[config.mk]
export PLATFORM = sky130hd
export DESIGN_NAME = copier_board_mapper_irq_flat
export DESIGN_NICKNAME = d
export VERILOG_FILES = /design/src/sv/cbm_pkg.sv /design/src/sv/cbm_if.sv /design/src/sv/copier_board_mapper_irq.sv /design/src/flat_wrapper.sv
export SDC_FILE = /design/constraint.sdc
export NUM_CORES = 1
export LEC_CHECK = 0
export ABC_AREA = 1
export BUFFER_PORTS_ARGS = -buffer_cell sky130_fd_sc_hd__buf_2
export CAP_MARGIN = 25
export CORE_UTILIZATION = 30
export CTS_CLUSTER_SIZE = 24
export DETAILED_ROUTE_END_ITERATION = 16
export MAX_ROUTING_LAYER = met4
export PLACE_DENSITY = 0.55
export SLEW_MARGIN = 10
export SYNTH_ARGS = -nofsm -noshare
export SYNTH_HDL_FRONTEND = slang
export SYNTH_SLANG_ARGS = --single-unit
[constraint.sdc]
create_clock -name clk -period 3.2 [get_ports clk]
set_input_delay 0.16 -clock clk [delete_from_list [all_inputs] [get_ports clk]]
set_output_delay 0.16 -clock clk [all_outputs]
set_load 0.005 [all_outputs]
[src/sv/cbm_pkg.sv]
// shared types and constants of the copier board mapper
package cbm_pkg;

	// input item kinds
	typedef enum logic [1:0] {
		KIND_LOW  = 2'd0,
		KIND_HIGH = 2'd1,
		KIND_TICK = 2'd2
	} kind_t;

	// result update codes
	typedef enum logic [2:0] {
		UPD_NONE   = 3'd0,
		UPD_MIRROR = 3'd1,
		UPD_PRG16  = 3'd2,
		UPD_PRG8   = 3'd3,
		UPD_CHR8   = 3'd4,
		UPD_CHR1   = 3'd5
	} update_t;

	// name-table mirroring codes
	typedef enum logic [1:0] {
		MIR_LOW  = 2'd0,
		MIR_HIGH = 2'd1,
		MIR_VERT = 2'd2,
		MIR_HORZ = 2'd3
	} mirror_t;

	// configuration register indexes
	typedef enum logic [1:0] {
		REG_BOARD_VARIANT   = 2'd0,
		REG_PATTERN_IS_ROM  = 2'd1,
		REG_CYCLES_PER_TICK = 2'd2
	} cfg_reg_t;

	localparam int unsigned CfgIndexW = 2;
	localparam int unsigned CfgDataW  = 10;
	localparam int unsigned TickW     = 10;
	localparam int unsigned CountW    = 16;

	// configuration reset values
	localparam logic             RstBoardVariant = 1'b0;
	localparam logic             RstPatternIsRom = 1'b1;
	localparam logic [TickW-1:0] RstCyclesPerTick = 10'd114;

	// low-area register offsets
	localparam logic [12:0] OFS_MIR_SINGLE = 13'h1fe;
	localparam logic [12:0] OFS_MIR_VH     = 13'h1ff;
	localparam logic [12:0] OFS_IRQ_EN     = 13'h401;
	localparam logic [12:0] OFS_IRQ_LO     = 13'h402;
	localparam logic [12:0] OFS_IRQ_HI     = 13'h403;
	localparam logic [12:0] OFS_PRG8       = 13'h404;
	localparam logic [12:0] OFS_CHR1       = 13'h410;

	localparam logic [CountW-1:0] CountMax = 16'hffff;

	// one result item without its last flag
	typedef struct packed {
		logic       irq_fire;
		update_t    update;
		logic [2:0] slot;
		logic [7:0] bank;
		mirror_t    mirroring;
	} res_t;

endpackage

[src/sv/cbm_if.sv]
// handshake channels for input items and result items
interface cbm_item_if;
	logic        valid;
	logic        ready;
	logic [1:0]  kind;
	logic [12:0] offset;
	logic [7:0]  data;

	modport source (output valid, output kind, output offset, output data, input ready);
	modport sink (input valid, input kind, input offset, input data, output ready);
endinterface

interface cbm_result_if;
	logic       valid;
	logic       ready;
	logic       irq_fire;
	logic [2:0] update;
	logic [2:0] slot;
	logic [7:0] bank;
	logic [1:0] mirroring;
	logic       last;

	modport source (output valid, output irq_fire, output update, output slot,
		output bank, output mirroring, output last, input ready);
	modport sink (input valid, input irq_fire, input update, input slot,
		input bank, input mirroring, input last, output ready);
endinterface

[src/sv/copier_board_mapper_irq.sv]
// Copier board mapper bank and scanline IRQ logic, variants 6 and 17.
// Path: an accepted item is held in the input register, and its first result is
// loaded into the result register when the item retires from it.
// Throughput: one item per cycle while the result register is free; a high-area
// write with two results holds it for two transactions, setting the rate for such writes.
// Reset (arst_n low) clears the IRQ count, IRQ enable, mode latch, all valid flags
// and returns configuration to variant 6, pattern ROM, 114 per tick.
module copier_board_mapper_irq
	import cbm_pkg::*;
(
	input  logic                 clk,
	input  logic                 arst_n,
	cbm_item_if.sink             item,
	cbm_result_if.source         result,
	input  logic                 cfg_we,
	input  logic [CfgIndexW-1:0] cfg_index,
	input  logic [CfgDataW-1:0]  cfg_data
);

	// configuration
	logic             board_variant_q;
	logic             pattern_is_rom_q;
	logic [TickW-1:0] cycles_per_tick_q;

	// mapper state
	logic [CountW-1:0] irq_counter_q;
	logic              irq_enabled_q;
	logic              mode_latch_q;

	// input stage
	logic        valid_s1;
	logic [1:0]  kind_s1;
	logic [12:0] offset_s1;
	logic [7:0]  data_s1;

	// result register
	logic out_valid_q;
	logic out_two_q;
	logic out_idx_q;
	res_t out_r0_q;
	res_t out_r1_q;

	// processing logic
	logic              has0;
	logic              has1;
	res_t              r0;
	res_t              r1;
	logic [CountW-1:0] irq_counter_d;
	logic              irq_enabled_d;
	logic              mode_latch_d;
	logic              fire;
	logic [CountW-1:0] headroom;
	logic [CountW-1:0] tick_amt;

	logic advance;
	logic out_take;
	logic out_last;
	logic out_free;

	// configuration writes
	always_ff @(posedge clk or negedge arst_n) begin
		if (!arst_n) begin
			board_variant_q   <= RstBoardVariant;
			pattern_is_rom_q  <= RstPatternIsRom;
			cycles_per_tick_q <= RstCyclesPerTick;
		end else if (cfg_we) begin
			unique case (cfg_reg_t'(cfg_index))
				REG_BOARD_VARIANT:   board_variant_q   <= cfg_data[0];
				REG_PATTERN_IS_ROM:  pattern_is_rom_q  <= cfg_data[0];
				REG_CYCLES_PER_TICK: cycles_per_tick_q <= cfg_data[TickW-1:0];
				default: ;
			endcase
		end
	end

	// tick arithmetic
	assign tick_amt = {{(CountW-TickW){1'b0}}, cycles_per_tick_q};
	assign headroom = CountMax - irq_counter_q;
	assign fire     = irq_enabled_q && (headroom < tick_amt);

	// decode the staged item into results and next state
	always_comb begin
		has0          = 1'b0;
		has1          = 1'b0;
		r0            = '0;
		r1            = '0;
		irq_counter_d = irq_counter_q;
		irq_enabled_d = irq_enabled_q;
		mode_latch_d  = mode_latch_q;
		unique case (kind_s1)
			KIND_LOW: begin
				priority if (offset_s1 == OFS_MIR_SINGLE) begin
					if (!board_variant_q) mode_latch_d = data_s1[7];
					has0         = 1'b1;
					r0.update    = UPD_MIRROR;
					r0.mirroring = data_s1[4] ? MIR_HIGH : MIR_LOW;
				end else if (offset_s1 == OFS_MIR_VH) begin
					has0         = 1'b1;
					r0.update    = UPD_MIRROR;
					r0.mirroring = data_s1[4] ? MIR_HORZ : MIR_VERT;
				end else if (offset_s1 == OFS_IRQ_EN) begin
					irq_enabled_d = data_s1[0];
				end else if (offset_s1 == OFS_IRQ_LO) begin
					irq_counter_d = {irq_counter_q[15:8], data_s1};
				end else if (offset_s1 == OFS_IRQ_HI) begin
					irq_enabled_d = 1'b1;
					irq_counter_d = {data_s1, irq_counter_q[7:0]};
				end else if (board_variant_q && offset_s1[12:2] == OFS_PRG8[12:2]) begin
					has0      = 1'b1;
					r0.update = UPD_PRG8;
					r0.slot   = {1'b0, offset_s1[1:0]};
					r0.bank   = data_s1;
				end else if (board_variant_q && offset_s1[12:3] == OFS_CHR1[12:3]) begin
					has0      = 1'b1;
					r0.update = UPD_CHR1;
					r0.slot   = offset_s1[2:0];
					r0.bank   = data_s1;
				end else begin
				end
			end
			KIND_HIGH: begin
				if (!board_variant_q) begin
					if (!mode_latch_q) begin
						has0      = 1'b1;
						r0.update = UPD_PRG16;
						r0.bank   = {2'b00, data_s1[7:2]};
						has1      = pattern_is_rom_q;
						r1.update = UPD_CHR8;
						r1.bank   = {6'd0, data_s1[1:0]};
					end else if (pattern_is_rom_q) begin
						has0      = 1'b1;
						r0.update = UPD_CHR8;
						r0.bank   = data_s1;
					end
				end
			end
			KIND_TICK: begin
				if (irq_enabled_q) begin
					if (fire) begin
						irq_enabled_d = 1'b0;
						irq_counter_d = CountMax - tick_amt;
						has0          = 1'b1;
						r0.irq_fire   = 1'b1;
					end else begin
						irq_counter_d = irq_counter_q - tick_amt;
					end
				end
			end
			default: ;
		endcase
	end

	// flow control between input stage and result register
	assign out_take = out_valid_q && result.ready;
	assign out_last = !out_two_q || out_idx_q;
	assign out_free = !out_valid_q || (out_take && out_last);
	assign advance  = valid_s1 && (!has0 || out_free);
	assign item.ready = !valid_s1 || advance;

	// input register
	always_ff @(posedge clk or negedge arst_n) begin
		if (!arst_n) begin
			valid_s1 <= 1'b0;
		end else if (item.ready) begin
			valid_s1 <= item.valid;
		end
	end

	always_ff @(posedge clk) begin
		if (item.valid && item.ready) begin
			kind_s1   <= item.kind;
			offset_s1 <= item.offset;
			data_s1   <= item.data;
		end
	end

	// mapper state update when the staged item retires
	always_ff @(posedge clk or negedge arst_n) begin
		if (!arst_n) begin
			irq_counter_q <= '0;
			irq_enabled_q <= 1'b0;
			mode_latch_q  <= 1'b0;
		end else if (advance) begin
			irq_counter_q <= irq_counter_d;
			irq_enabled_q <= irq_enabled_d;
			mode_latch_q  <= mode_latch_d;
		end
	end

	// result register control
	always_ff @(posedge clk or negedge arst_n) begin
		if (!arst_n) begin
			out_valid_q <= 1'b0;
			out_two_q   <= 1'b0;
			out_idx_q   <= 1'b0;
		end else if (advance && has0) begin
			out_valid_q <= 1'b1;
			out_two_q   <= has1;
			out_idx_q   <= 1'b0;
		end else if (out_take) begin
			if (out_last) out_valid_q <= 1'b0;
			else out_idx_q <= 1'b1;
		end
	end

	always_ff @(posedge clk) begin
		if (advance && has0) begin
			out_r0_q <= r0;
			out_r1_q <= r1;
		end
	end

	// result port
	res_t out_cur;
	assign out_cur          = out_idx_q ? out_r1_q : out_r0_q;
	assign result.valid     = out_valid_q;
	assign result.irq_fire  = out_cur.irq_fire;
	assign result.update    = out_cur.update;
	assign result.slot      = out_cur.slot;
	assign result.bank      = out_cur.bank;
	assign result.mirroring = out_cur.mirroring;
	assign result.last      = out_last;

`ifndef SYNTHESIS
	// second result selected only for a two-result item
	assert property (@(posedge clk) disable iff (!arst_n) out_idx_q |-> out_two_q)
		else $error("second result selected without a pair");

	// an interrupt result carries no update and ends its item
	assert property (@(posedge clk) disable iff (!arst_n)
		(out_valid_q && out_cur.irq_fire) |-> (out_cur.update == UPD_NONE && out_last))
		else $error("interrupt result malformed");

	// a firing tick disables the IRQ
	assert property (@(posedge clk) disable iff (!arst_n)
		(advance && kind_s1 == KIND_TICK && fire) |=> !irq_enabled_q)
		else $error("IRQ still enabled after firing");

	// a result pair is always a program bank followed by a pattern bank
	assert property (@(posedge clk) disable iff (!arst_n)
		(out_valid_q && out_two_q) |->
		(out_r0_q.update == UPD_PRG16 && out_r1_q.update == UPD_CHR8))
		else $error("unexpected result pair");

	// results and the item that caused them do not overlap in the result register
	assert property (@(posedge clk) disable iff (!arst_n)
		(advance && has0) |-> out_free)
		else $error("result register overwritten");
`endif

endmodule
[src/flat_wrapper.sv]
// flat-port wrapper written by rule: the top's interface ports become plain ports
module copier_board_mapper_irq_flat import cbm_pkg::*;
  (clk, arst_n, cfg_we, cfg_index, cfg_data, item_valid, item_kind, item_offset, item_data, item_ready, result_valid, result_irq_fire, result_update, result_slot, result_bank, result_mirroring, result_last, result_ready);
  cbm_item_if item_i ();
  cbm_result_if result_i ();
  input  logic clk;
  input  logic arst_n;
  input  logic cfg_we;
  input  logic [CfgIndexW-1:0] cfg_index;
  input  logic [CfgDataW-1:0] cfg_data;
  input wire logic [$bits(item_i.valid)-1:0] item_valid;
  input wire logic [$bits(item_i.kind)-1:0] item_kind;
  input wire logic [$bits(item_i.offset)-1:0] item_offset;
  input wire logic [$bits(item_i.data)-1:0] item_data;
  output wire logic [$bits(item_i.ready)-1:0] item_ready;
  output wire logic [$bits(result_i.valid)-1:0] result_valid;
  output wire logic [$bits(result_i.irq_fire)-1:0] result_irq_fire;
  output wire logic [$bits(result_i.update)-1:0] result_update;
  output wire logic [$bits(result_i.slot)-1:0] result_slot;
  output wire logic [$bits(result_i.bank)-1:0] result_bank;
  output wire logic [$bits(result_i.mirroring)-1:0] result_mirroring;
  output wire logic [$bits(result_i.last)-1:0] result_last;
  input wire logic [$bits(result_i.ready)-1:0] result_ready;
  assign item_i.valid = item_valid;
  assign item_i.kind = item_kind;
  assign item_i.offset = item_offset;
  assign item_i.data = item_data;
  assign item_ready = item_i.ready;
  assign result_valid = result_i.valid;
  assign result_irq_fire = result_i.irq_fire;
  assign result_update = result_i.update;
  assign result_slot = result_i.slot;
  assign result_bank = result_i.bank;
  assign result_mirroring = result_i.mirroring;
  assign result_last = result_i.last;
  assign result_i.ready = result_ready;
  copier_board_mapper_irq u_core (.clk(clk), .arst_n(arst_n), .item(item_i), .result(result_i), .cfg_we(cfg_we), .cfg_index(cfg_index), .cfg_data(cfg_data));
endmodule
* Yosys cells after proc, flatten, opt, wreduce, memory -nomap -nowiden *
Index checks and enable logic that the tools add are counted.
W data, S select, Z words.

storage, ports and cells
  output and inout bits = 20
  flip-flop bits (word level) = 85
  input bits = 40
  logic and storage cells = 147

cells by class
  reduce and logical (&&, ||, !) cells = 34
  add/sub/neg operators = 3
  bitwise operators = 4
  equality and inequality tests = 21
  mux-type cells = 61
  order comparisons = 1

operator list
  cell                      count
  $mux W16                  7
  $mux W14                  5
  $mux W8                   5
  $eq A13 B11 Y1 const B    3
  $pmux W16 S2              1
  $mux W1                   30
  $eq A13 B9 Y1 const B     2
  $mux W3                   6
  $mux W17                  1
  $lt A16 B10 Y1            1
  $pmux W8 S2               1
  $sub A16 B10 Y16          1
  $sub A16 B16 Y16 const A  1
  $sub A1 B11 Y12 const A   1
  $eq A11 B9 Y1 const B     1
  $eq A10 B8 Y1 const B     1
  $ne A2 B2 Y1 const B      5
  $reduce_and A2 Y1         5
  $logic_and A1 B1 Y1       8
  $reduce_and A8 Y1         1
  $reduce_or A8 Y1          1
  $reduce_and A7 Y1         1
  $ne A2 B1 Y1 const B      3
  $pmux W3 S2               1
  other kinds (17)          32

* Longest topological paths before layout *
Gate-level depths: netlist of the first run.

  depth after elaboration = 16
  mapped depth = 17
  mapped depth without buffers = 16

* Worst setup path before layout of the first run *
No wires, ideal clock.

  kind = flip-flop to flip-flop
  start point = register u_core.cycles_per_tick_q[5]
  end point = register u_core.out_r0_q[0] in the netlist's numbering (enable)
  clock period less this slack = 2.606 ns
  buffers on the path = 0
  stages on the path, launching flop included = 13
  setup time = 0.375 ns
  data required time = 2.825 ns
  arrival time = 2.231 ns
  path slack = 0.594 ns
  cell sequence = dfstp_2 -> inv_1 -> ha_1 -> inv_2 -> nor3_2 -> nand2_1 -> nand2_1 -> nand2_2 -> nand3_2 -> nand3_4 -> a21oi_4 -> nand2_1 -> inv_1

on the way
  longest elaborated chain between the ends = 9

ends and longest elaborated chain
  what                    RTL line                        source
  start, declared         copier_board_mapper_irq.sv:23   logic [TickW-1:0] cycles_per_tick_q;
  start signal, assigned  copier_board_mapper_irq.sv:65   cycles_per_tick_q <= RstCyclesPerTick;
  start signal, assigned  copier_board_mapper_irq.sv:70   REG_CYCLES_PER_TICK: cycles_per_tick_q <= cfg_data[TickW-1:0];
  $lt A16 B10 Y1 *        copier_board_mapper_irq.sv:79   assign fire = irq_enabled_q && (headroom < tick_amt);
  $logic_and A1 B1 Y1 *   copier_board_mapper_irq.sv:79
  $mux W1 *               copier_board_mapper_irq.sv:139  if (fire) begin
  $mux W1 *               copier_board_mapper_irq.sv:138  if (irq_enabled_q) begin
  $pmux W1 S3 *           copier_board_mapper_irq.sv:90   unique case (kind_s1)
  $logic_not A1 Y1        copier_board_mapper_irq.sv:157  assign advance = valid_s1 && (!has0 || out_free);
  $logic_or A1 B1 Y1      copier_board_mapper_irq.sv:157
  $logic_and A1 B1 Y1     copier_board_mapper_irq.sv:157
  $logic_and A1 B1 Y1 *   copier_board_mapper_irq.sv:207  if (advance && has0) begin
  end signal, assigned    copier_board_mapper_irq.sv:208  out_r0_q <= r0;
  end, declared           copier_board_mapper_irq.sv:40   res_t out_r0_q;

Mark *: on every way between the ends. The rest lies on a longest branch, timed or not.
A chain may end at the register's enable or synchronous reset.

* Worst setup path in the final report of the first run *
  start point = register u_core.cycles_per_tick_q[5]
  end point = register u_core.out_r0_q[16] in the netlist's numbering (enable)

The elaborated chain is that of the path after synthesis.

==> results of run 1 <==
## logic make-up after synthesis
group | synth area share (%)
AOI/OAI and AO/OA | 5.800
xor gates and xnor gates | 1.050
and+or+nand+nor | 34.65
buffers and inverters | 10.18
DFF | 42.93
adders and majority gates | 5.400
## cells in the final DEF, fill, tap and decap left out, types with 9 or more instances in the layout
cell / Yosys / routed
dlygate4sd3_1: 0 / 19
nand2_1: 195 / 195
buf_2: 2 / 59
nand4_1: 37 / 37
inv_1: 107 / 107
edfxtp_1: 43 / 43
clkbuf_16: 0 / 9
nor2_1: 82 / 82
nand3_1: 38 / 38
ha_1: 20 / 20
nor3_1: 9 / 9
a21oi_1: 22 / 22
dfrtp_1: 29 / 29
## how the worst max path moves through the flow
stage	startpoint	endpoint	slack, ns	depth (start not counted)
2_1_floorplan	u_core.cycles_per_tick_q[5]$_DFFE_PN1P_	u_core.out_r0_q[0]$_SDFFCE_PN0P_	0.59	12
3_3_place_gp	u_core.cycles_per_tick_q[5]$_DFFE_PN1P_	u_core.out_r0_q[10]$_SDFFCE_PP0P_	0.50	13
3_5_place_dp	u_core.cycles_per_tick_q[5]$_DFFE_PN1P_	u_core.out_r0_q[10]$_SDFFCE_PP0P_	0.47	13
4_1_cts	u_core.cycles_per_tick_q[5]$_DFFE_PN1P_	u_core.out_r0_q[16]$_SDFFCE_PN0P_	0.46	13
5_1_grt	u_core.cycles_per_tick_q[5]$_DFFE_PN1P_	u_core.out_r0_q[5]$_DFFE_PP_	0.19	13
6_report	u_core.cycles_per_tick_q[5]$_DFFE_PN1P_	u_core.out_r0_q[16]$_SDFFCE_PN0P_	0.46	13
## state kept, by name, indices dropped and copies added, names as in the netlist
name,count
u_core.board_variant_q,1
u_core.mode_latch_q,1
u_core.offset_s1,13
u_core.result.valid,1
u_core.valid_s1,1
u_core.out_r0_q,17
u_core.out_idx_q,1
u_core.irq_enabled_q,1
u_core.irq_counter_q,16
u_core.cycles_per_tick_q,10
u_core.out_r1_q,3
u_core.kind_s1,2
u_core.out_two_q,1
u_core.pattern_is_rom_q,1
u_core.data_s1,8
## power groups by stage
stage               Combinational, mW  Clock [mW]  Sequential [mW]
floorplan                       0.661           0             1.25
global placement                0.882           0             1.31
detailed placement              0.881           0             1.31
CTS                             0.903       0.963             1.29
global route                     1.03       0.996             1.31
finish                          0.900       0.939             1.29
## metrics by stage
step	hold WS (ns)	instance area, um2	instances	power, mW
after floorplan	-0.1356	5005	666	1.912
after global placement	0.3097	5549	935	2.188
after detailed placement	0.3159	5549	935	2.189
after CTS	0.001280	6005	969	3.155
after global routing	0.002530	6015	970	3.334
final	0.008143	6015	970	3.128
## per-layer routing
layer / part of all wire (%) / routed length [um]
met2: 44 / 5848
met4: 2.0 / 261
met1: 50 / 6671
met5: 0 / 0
met3: 3.8 / 500
## cells in the mapped netlist (3+ instances only)
library cell  number
nand2_2            4
o21bai_1           3
xor2_1             6
buf_6              3
clkbuf_1           7
nand4_1           37
nor2_2             5
dfrtp_1           29
a21oi_4            3
edfxtp_1          43
dfstp_2            5
nor3_1             9
nand3_1           38
o22ai_1            6
nand3_2            3
nor2_1            82
inv_1            107
nand2_1          195
ha_1              20
inv_2              7
a21oi_1           22
o21ai_0            7
## area by class of cell
class / instances / area (um2)
sequential: 77 / 2148
fill: 1713 / 10040
clock buffer: 9 / 225.2
inverter: 116 / 435.4
timing repair buffer: 85 / 538.0
multi-input combinational: 460 / 2347
tap: 216 / 270.3
clock inverter: 7 / 50.05
==> results.md, run 1 <==
- The kind of critical path is register to register.
- The clock period could shrink to approximately 2.7 ns.
- The number of buffers between clock root and the deepest sink is 2.
- The post-synthesis instance area is about 5000 um2.
- After floorplanning, the core was divided into between 40 and 50 placement rows.
- The share of the synthesized area in the top cell type is 25.80%.
- Setup slack closes at between 0.4 and 0.5 ns.
- From synthesis to final layout, the design area changed by 20.18%.
- Adding up every negative setup slack in the final design gives 0 ns.
- The worst setup path is launched from a register.
- The met2 capacity usage during global routing is ~25%.
- The number of cells on the worst reg-to-reg path is 13.
- The cell type of the slowest stage on the worst timing path is dfstp_2.
- The clock tree skew after final layout is 0.008172 ns.
- The sequential-to-total area share from yosys stat is between 40% and 50%.
- The data arrival time at the worst-slack endpoint is around 2.8 ns.
- The final HPWL from detailed placement is 10,260 um.
- Post-CTS timing repair inserted 0 buffers for setup.
- The switching power as a share of total power is about a third.
- The largest area contributor in the netlist is edfxtp_1.
- The proportion of power drawn by combinational gates is 28.8%.
- For the worst-skew pair, the clock arrives at the later sink with an insertion delay of approximately 0.34 ns.
- The worst setup path is captured at a register.
- Once detail routing completed, the nets flagged for antenna violations numbered 0.
- The I/O pin count is 60.
- Buffers inserted during clock tree synthesis total 9.
- The number of unique standard cell types used by synthesis is 40.
- At the pin with the least slew margin, the transition time is 0.8374 ns.
- The total routing usage reported by global routing is ~17%.
- The delay contributed by the slowest stage of the critical path is between 0.5 and 0.6 ns.
- Synthesis produced a netlist with a net count of roughly 730.
- The overall overflow remaining after global route is 0.
- The total of buffers placed on input and output ports is between 50 and 60.
- The internal power is just over 2 mW.
- The critical path contains buffers and inverters numbering 4 combined.
- The minimum setup slack after placement is 0.4655 ns.
- The number of hold violations in the final report is 0.
- For met1 alone, demand over resource in global routing was 22.39%.
- In this run, synthesis inferred 43 flip-flops with an integrated enable.
- The final layout contains 810 nets.
- The post-route DRC violation count is 0.
- Wires add up to between 10,000 and 15,000 um.
- The leading register cell type out of synthesis is edfxtp_1.
- The clock-pin slew of the registers on the worst-case setup and hold paths is 0.06 ns.
- In this run the critical register-to-register path is captured at u_core.out_r0_q[16]$_SDFFCE_PN0P_.
- After the first detailed-routing iteration, the DRC count stood at around 300.
- The number of global-route vias before repair is 4,228.
- CTS placed an instance of clkbuf_16 at the clock tree root.
- The die span in x is around 130 um.
- The worst register-to-register path begins at u_core.cycles_per_tick_q[5]$_DFFE_PN1P_.
- Sequential cells account for 41.2% of the total power.
- Setup violations remaining at the end of the flow were counted as 0.
- The top cell family by delay on the critical path is simple AND/OR/NAND/NOR gates.
- Dividing the final minimum period by the clock period gives 85.64%.
- The fraction of final layout cells sized beyond drive strength 1 is 15.52%.
- For this run, the detailed router's first-pass iteration total came to 4.
- The number of H-tree branching levels is 3.
- The global placer's final weighted congestion is about 0.86.
- The number of buffers inserted by hold repair at cts is 18.
- The placeable core region is between 15,000 and 20,000 um2.
- Setup repair after global routing left no endpoint under its margin.
- The flow ran to the end, and the final reports show no timing, DRC or antenna violations.
- The die area is 17,200 um2.
- The mean instance size in the synthesized netlist is about 7.5 um2.
- The startpoint identified for the worst hold timing path is item_data[6].
- Entering global routing, the biggest net connects 35 pins.
- The average detailed-routed wire length per instance is 13.69 um.
- The number of antenna violations at the first check in global routing came to 0.
- In this run, post-CTS repair resized a total of 0 instances.
- Global routing consumed, on the met3 layer, 2.662% of the routing resources.
- The post-synthesis sequential element count is between 70 and 80.
- The tightest slew margin relative to the limit is between 40 and 50%.
- Counting every instance in the synthesized netlist gives 666.
- The power density relative to cell area is about 520 nW/um2.
- The async set or reset register ratio after synthesis is between 40% and 50%.
- The required time of the critical path is 3.22 ns.
- TritonCTS built the clock tree.
- Across the run, the number of max-cap violations was 0.
- Across all layers, the routed design uses 4,395 vias.
- Based on the critical path, the design can be clocked at up to approximately 360 MHz.
- Setup slack on the worst reg-to-reg path comes out at ~0.46 ns.
- The starting utilization of the core area is between 30% and 40%.
- For this run, the number of Yosys warnings is 0.
- The largest voltage drop on the vdd net is around 0.00025 V.
- The TritonCTS sink count is 77.
- Counting instances, the worst hold path has a depth of 1.
- Counting stages on the worst path, the most repeated cell is nand2_1.
- The die is approximately 130 um tall.
- In the post-synthesis netlist, the biggest area contributors are edfxtp_1, nand2_1, dfrtp_1.
- The layer flagged by global routing as most heavily used is met2.
- The path with the worst hold slack has its endpoint at u_core.data_s1[6]$_DFFE_PP_.
- The signal on the critical path passes through inv_1, ha_1, inv_2, nor3_2, nand2_1, nand2_1, nand2_2, nand3_2, nand3_4, a21oi_4, nand2_1, inv_1, buf_4.
- The net load switching power is approximately 1.1 mW.
- The leakage component of the power is between 3 and 4 nW.
- The repair_antennas step left the layout with diodes totalling 0.
- At the end of the flow the core is filled with cells to approximately 37%.
- The maximum fanout along the worst path is 20.
- The number of max-slew violations in the final report is 0.
- The detailed-route vias per instance is about 4.5.
- The wire length of the first global-routing pass is around 22,000 um.
- The power share of the clock group is 30.0%.
- In this run the worst hold path is classified as primary input to register.
(Power assumes the default switching activity.)
==> inputs of run 2 (changes only) <==
--- a/config.mk
+++ b/config.mk
@@ -8,11 +8,12 @@
 export ABC_AREA = 1
 export BUFFER_PORTS_ARGS = -buffer_cell sky130_fd_sc_hd__buf_2
 export CAP_MARGIN = 25
-export CORE_UTILIZATION = 30
+export CORE_ASPECT_RATIO = 0.9
+export CORE_UTILIZATION = 55
 export CTS_CLUSTER_SIZE = 24
 export DETAILED_ROUTE_END_ITERATION = 16
 export MAX_ROUTING_LAYER = met4
-export PLACE_DENSITY = 0.55
+export PLACE_DENSITY = 0.84
 export SLEW_MARGIN = 10
 export SYNTH_ARGS = -nofsm -noshare
 export SYNTH_HDL_FRONTEND = slang
==> run 2 against run 1 <==
Against the previous run: first-iteration DRC count is 39% higher; flip-flop and latch count unchanged; cell count decreased by 9.7%; critical endpoint is now u_core.out_r0_q[10]$_SDFFCE_PP0P_; critical path type unchanged; register-to-register slack better by 0.13 ns.
==> results.md, run 2 (synthesized netlist as in run 1, its figures left out) <==
- The flow ran to the end, and the final reports show no timing, DRC or antenna violations.
- The starting utilization of the core area is about 58%.
- The achievable clock frequency is between 300 and 400 MHz.
- After clock tree synthesis, the clock-pin slew on the worst setup and hold paths is ~0.08 ns.
- The count of buffers added on input and output ports is 59.
- The total negative setup slack is 0 ns.
- For this design the ratio of total power to cell area is slightly above 500 nW/um2.
- STA classifies the critical path endpoint as a register.
- The library cell used most frequently in the layout, excluding fill and tap cells, is nand2_1.
- The tool flagged a number of max-cap violations equal to 0.
- The worst hold path class is primary input to register.
- The total setup violations reported at the end of the flow is 0.
- The number of max-slew violations in the final report was 0.
- The register with the most flip-flops in the layout has 17 of them.
- The leakage component of the power is roughly 3 nW.
- Relative to the synthesized area, the layout overhead comes to 17.05%.
- The critical path contains buffers and inverters numbering 4 combined.
- Counting stages on the worst path, the most repeated cell is nand2_1.
- The global placer's final weighted congestion is between 1 and 1.5.
- Of the cells placed in the final design, the portion with a size suffix greater than 1 is 15.46%.
- The floorplan row count is 32.
- Measured along the x axis, the die boundary spans about 100 um.
- The tightest slew margin relative to the limit is roughly 39%.
- Of all nets on the critical path, the largest fanout is 20.
- Entering global routing, the biggest net connects 35 pins.
- TritonCTS built the clock tree.
- The delay contributed by the slowest stage of the critical path is around 0.53 ns.
- VDD sags by at most 0.0003184 V.
- The die covers ~9500 um2.
- By startpoint and endpoint, the worst setup path is classified as register to register.
- The clock tree skew after final layout is approximately 0.015 ns.
- The register with the most flip-flops in the final layout is u_core.out_r0_q.
- STA classifies the critical path startpoint as a register.
- At the pin with the least slew margin, the transition time is 0.9151 ns.
- The final layout net count is a little over 800.
- The number of antenna violations at the first check in global routing is 0.
- The wire length of the first global-routing pass is between 20,000 and 25,000 um.
- The number of global-route vias before repair is ~4,600.
- For this run the aggregate overflow at the end of global routing stands at 0.
- The number of clock buffers added by TritonCTS is 9.
- The I/O pin count is 60.
- The placeable core region is slightly below 9000 um2.
- In this run, the number of DRC markers left after iteration 0 of detailed routing was about 430.
- Leaving out fill and tap cells, the most frequent cells in the layout are nand2_1, inv_1, nor2_1.
- The detailed-route vias per instance is roughly 5.6.
- In this run the remaining antenna-violating nets after routing total 0.
- The repair_antennas step left the layout with diodes totalling 0.
- The largest individual stage delay along the critical path comes from the cell dfstp_2.
- The top cell family by delay on the critical path is simple AND/OR/NAND/NOR gates.
- The cell at the root of the clock tree is clkbuf_8.
- Across all layers, the routed design uses between 4,000 and 5,000 vias.
- The source-to-sink clock delay at the later pin of the worst-skew pair is approximately 0.36 ns.
- The critical path goes through inv_1, ha_1, inv_2, nor3_2, nand2_1, nand2_1, nand2_2, nand3_2, nand3_4, a21oi_4, nand2_1, inv_1, buf_4.
- After detailed placement, the total cell area comes to 5413 um2.
- The data arrival time at the worst-slack endpoint is around 2.7 ns.
- The total iterations of the first detailed-routing run is 5.
- The final HPWL from detailed placement is ~9500 um.
- The clock period minus final worst setup slack is 2.615 ns.
- No sink is reached through more buffers than the 2 on the longest clock path.
- The vertical die dimension is 92.50 um.
- The number of H-tree branching levels is 3.
- The share of the clock period used by the worst path after layout is ~82%.
- Wires add up to about 13,000 um.
- The post-route DRC violation count is 0.
- Dividing the detail-routed wire length by the instance count gives around 15 um.
- The largest registers in the layout are u_core.out_r0_q: 17 flops, u_core.irq_counter_q: 16 flops, u_core.offset_s1: 13 flops.
- For this design, the sink count on the clock tree is 77.
- With fillers left out, the area of the finished cells amounts to ~5900 um2.
- Global routing consumed, over all layers together, a little under a third of the routing resources.
- Setup repair after global routing left no endpoint under its margin.
- The post-CTS setup buffer count is 0.
- The number of gates resized after CTS is 0.
- After filler insertion, the fill cell instance count of the layout stands at about 680.
- The number of hold violations in the final report is 0.
- For the worst setup path, the data required time is 3.24 ns.
-- run 2: cell count changes in the layout (fill, tap and decap cells not counted), sizes merged --
| cell | previous run | this run |
|---|---|---|
| dlygate4sd3 | 19 | 24 |
| clkinv | 7 | 3 |
| buf | 66 | 64 |
| bufinv | 0 | 1 |
| clkbuf | 9 | 10 |
| clkinvlp | 1 | 2 |
| inv | 115 | 116 |
-- run 2: final cells by class --
| cell class | count | area [um2] | area share, % |
|---|---|---|---|
| clock buffer | 10 | 137.6 | 2.349 |
| tap | 119 | 148.9 | 2.542 |
| timing repair buffer | 88 | 573.1 | 9.782 |
| inverter | 116 | 435.4 | 7.433 |
| multi-input combinational | 460 | 2347 | 40.07 |
| sequential | 77 | 2148 | 36.67 |
| clock inverter | 6 | 67.56 | 1.153 |
-- run 2: per-stage QoR --
stage               std cells  power, mW  util (%)  hold slack [ns]  setup WS (ns)
CTS                       876      2.944     67.43          0.03263         0.6231
global route              876      3.151     67.43          0.05593         0.4099
finish                    876      2.972     67.43          0.03898         0.5850
global placement          836      2.109     62.30           0.2679         0.7277
detailed placement        836      2.154     62.30           0.2941         0.6476
floorplan                 666      1.912         -          -0.1356         0.5941
-- run 2: power by group --
group / switching [mW] / total, mW / internal, mW
Clock: 0.391 / 0.777 / 0.386
Sequential: 0.118 / 1.29 / 1.17
Combinational: 0.577 / 0.909 / 0.333
-- run 2: timing repair --
item                                   4_1_cts  5_1_grt
endpoints found under the hold margin       52        0
setup endpoints to repair                    0        0
hold buffers                                24        0
-- run 2: worst paths after layout --
path	cells past startpoint	slack, ns	to	startpoint
worst max-delay path	13	0.58	u_core.out_r0_q[10]$_SDFFCE_PP0P_	u_core.cycles_per_tick_q[5]$_DFFE_PN1P_
worst min register to register	2	0.52	u_core.irq_counter_q[6]$_DFFE_PN0P_	u_core.irq_counter_q[6]$_DFFE_PN0P_
worst max register to register	13	0.58	u_core.out_r0_q[10]$_SDFFCE_PP0P_	u_core.cycles_per_tick_q[5]$_DFFE_PN1P_
max in group asynchronous	2	2.28	u_core.out_idx_q$_DFFE_PN0P_	arst_n
worst min-delay path	3	0.04	u_core.cycles_per_tick_q[4]$_DFFE_PN1P_	cfg_data[4]
min in group asynchronous	2	0.42	u_core.cycles_per_tick_q[3]$_DFFE_PN0P_	arst_n
-- run 2: layer usage --
layer	share of wire [%]	up-vias	track usage (%)
met4	3.9	0	13.21
met1	40	2224	40.12
li1	-	2300	-
met2	45	323	46.67
met5	0	-	-
met3	11	64	6.113
-- run 2: worst min-delay path: stages --
cell and delay (ns):
buf_2 0.10, nor2_1 0.09, a21oi_1 0.04
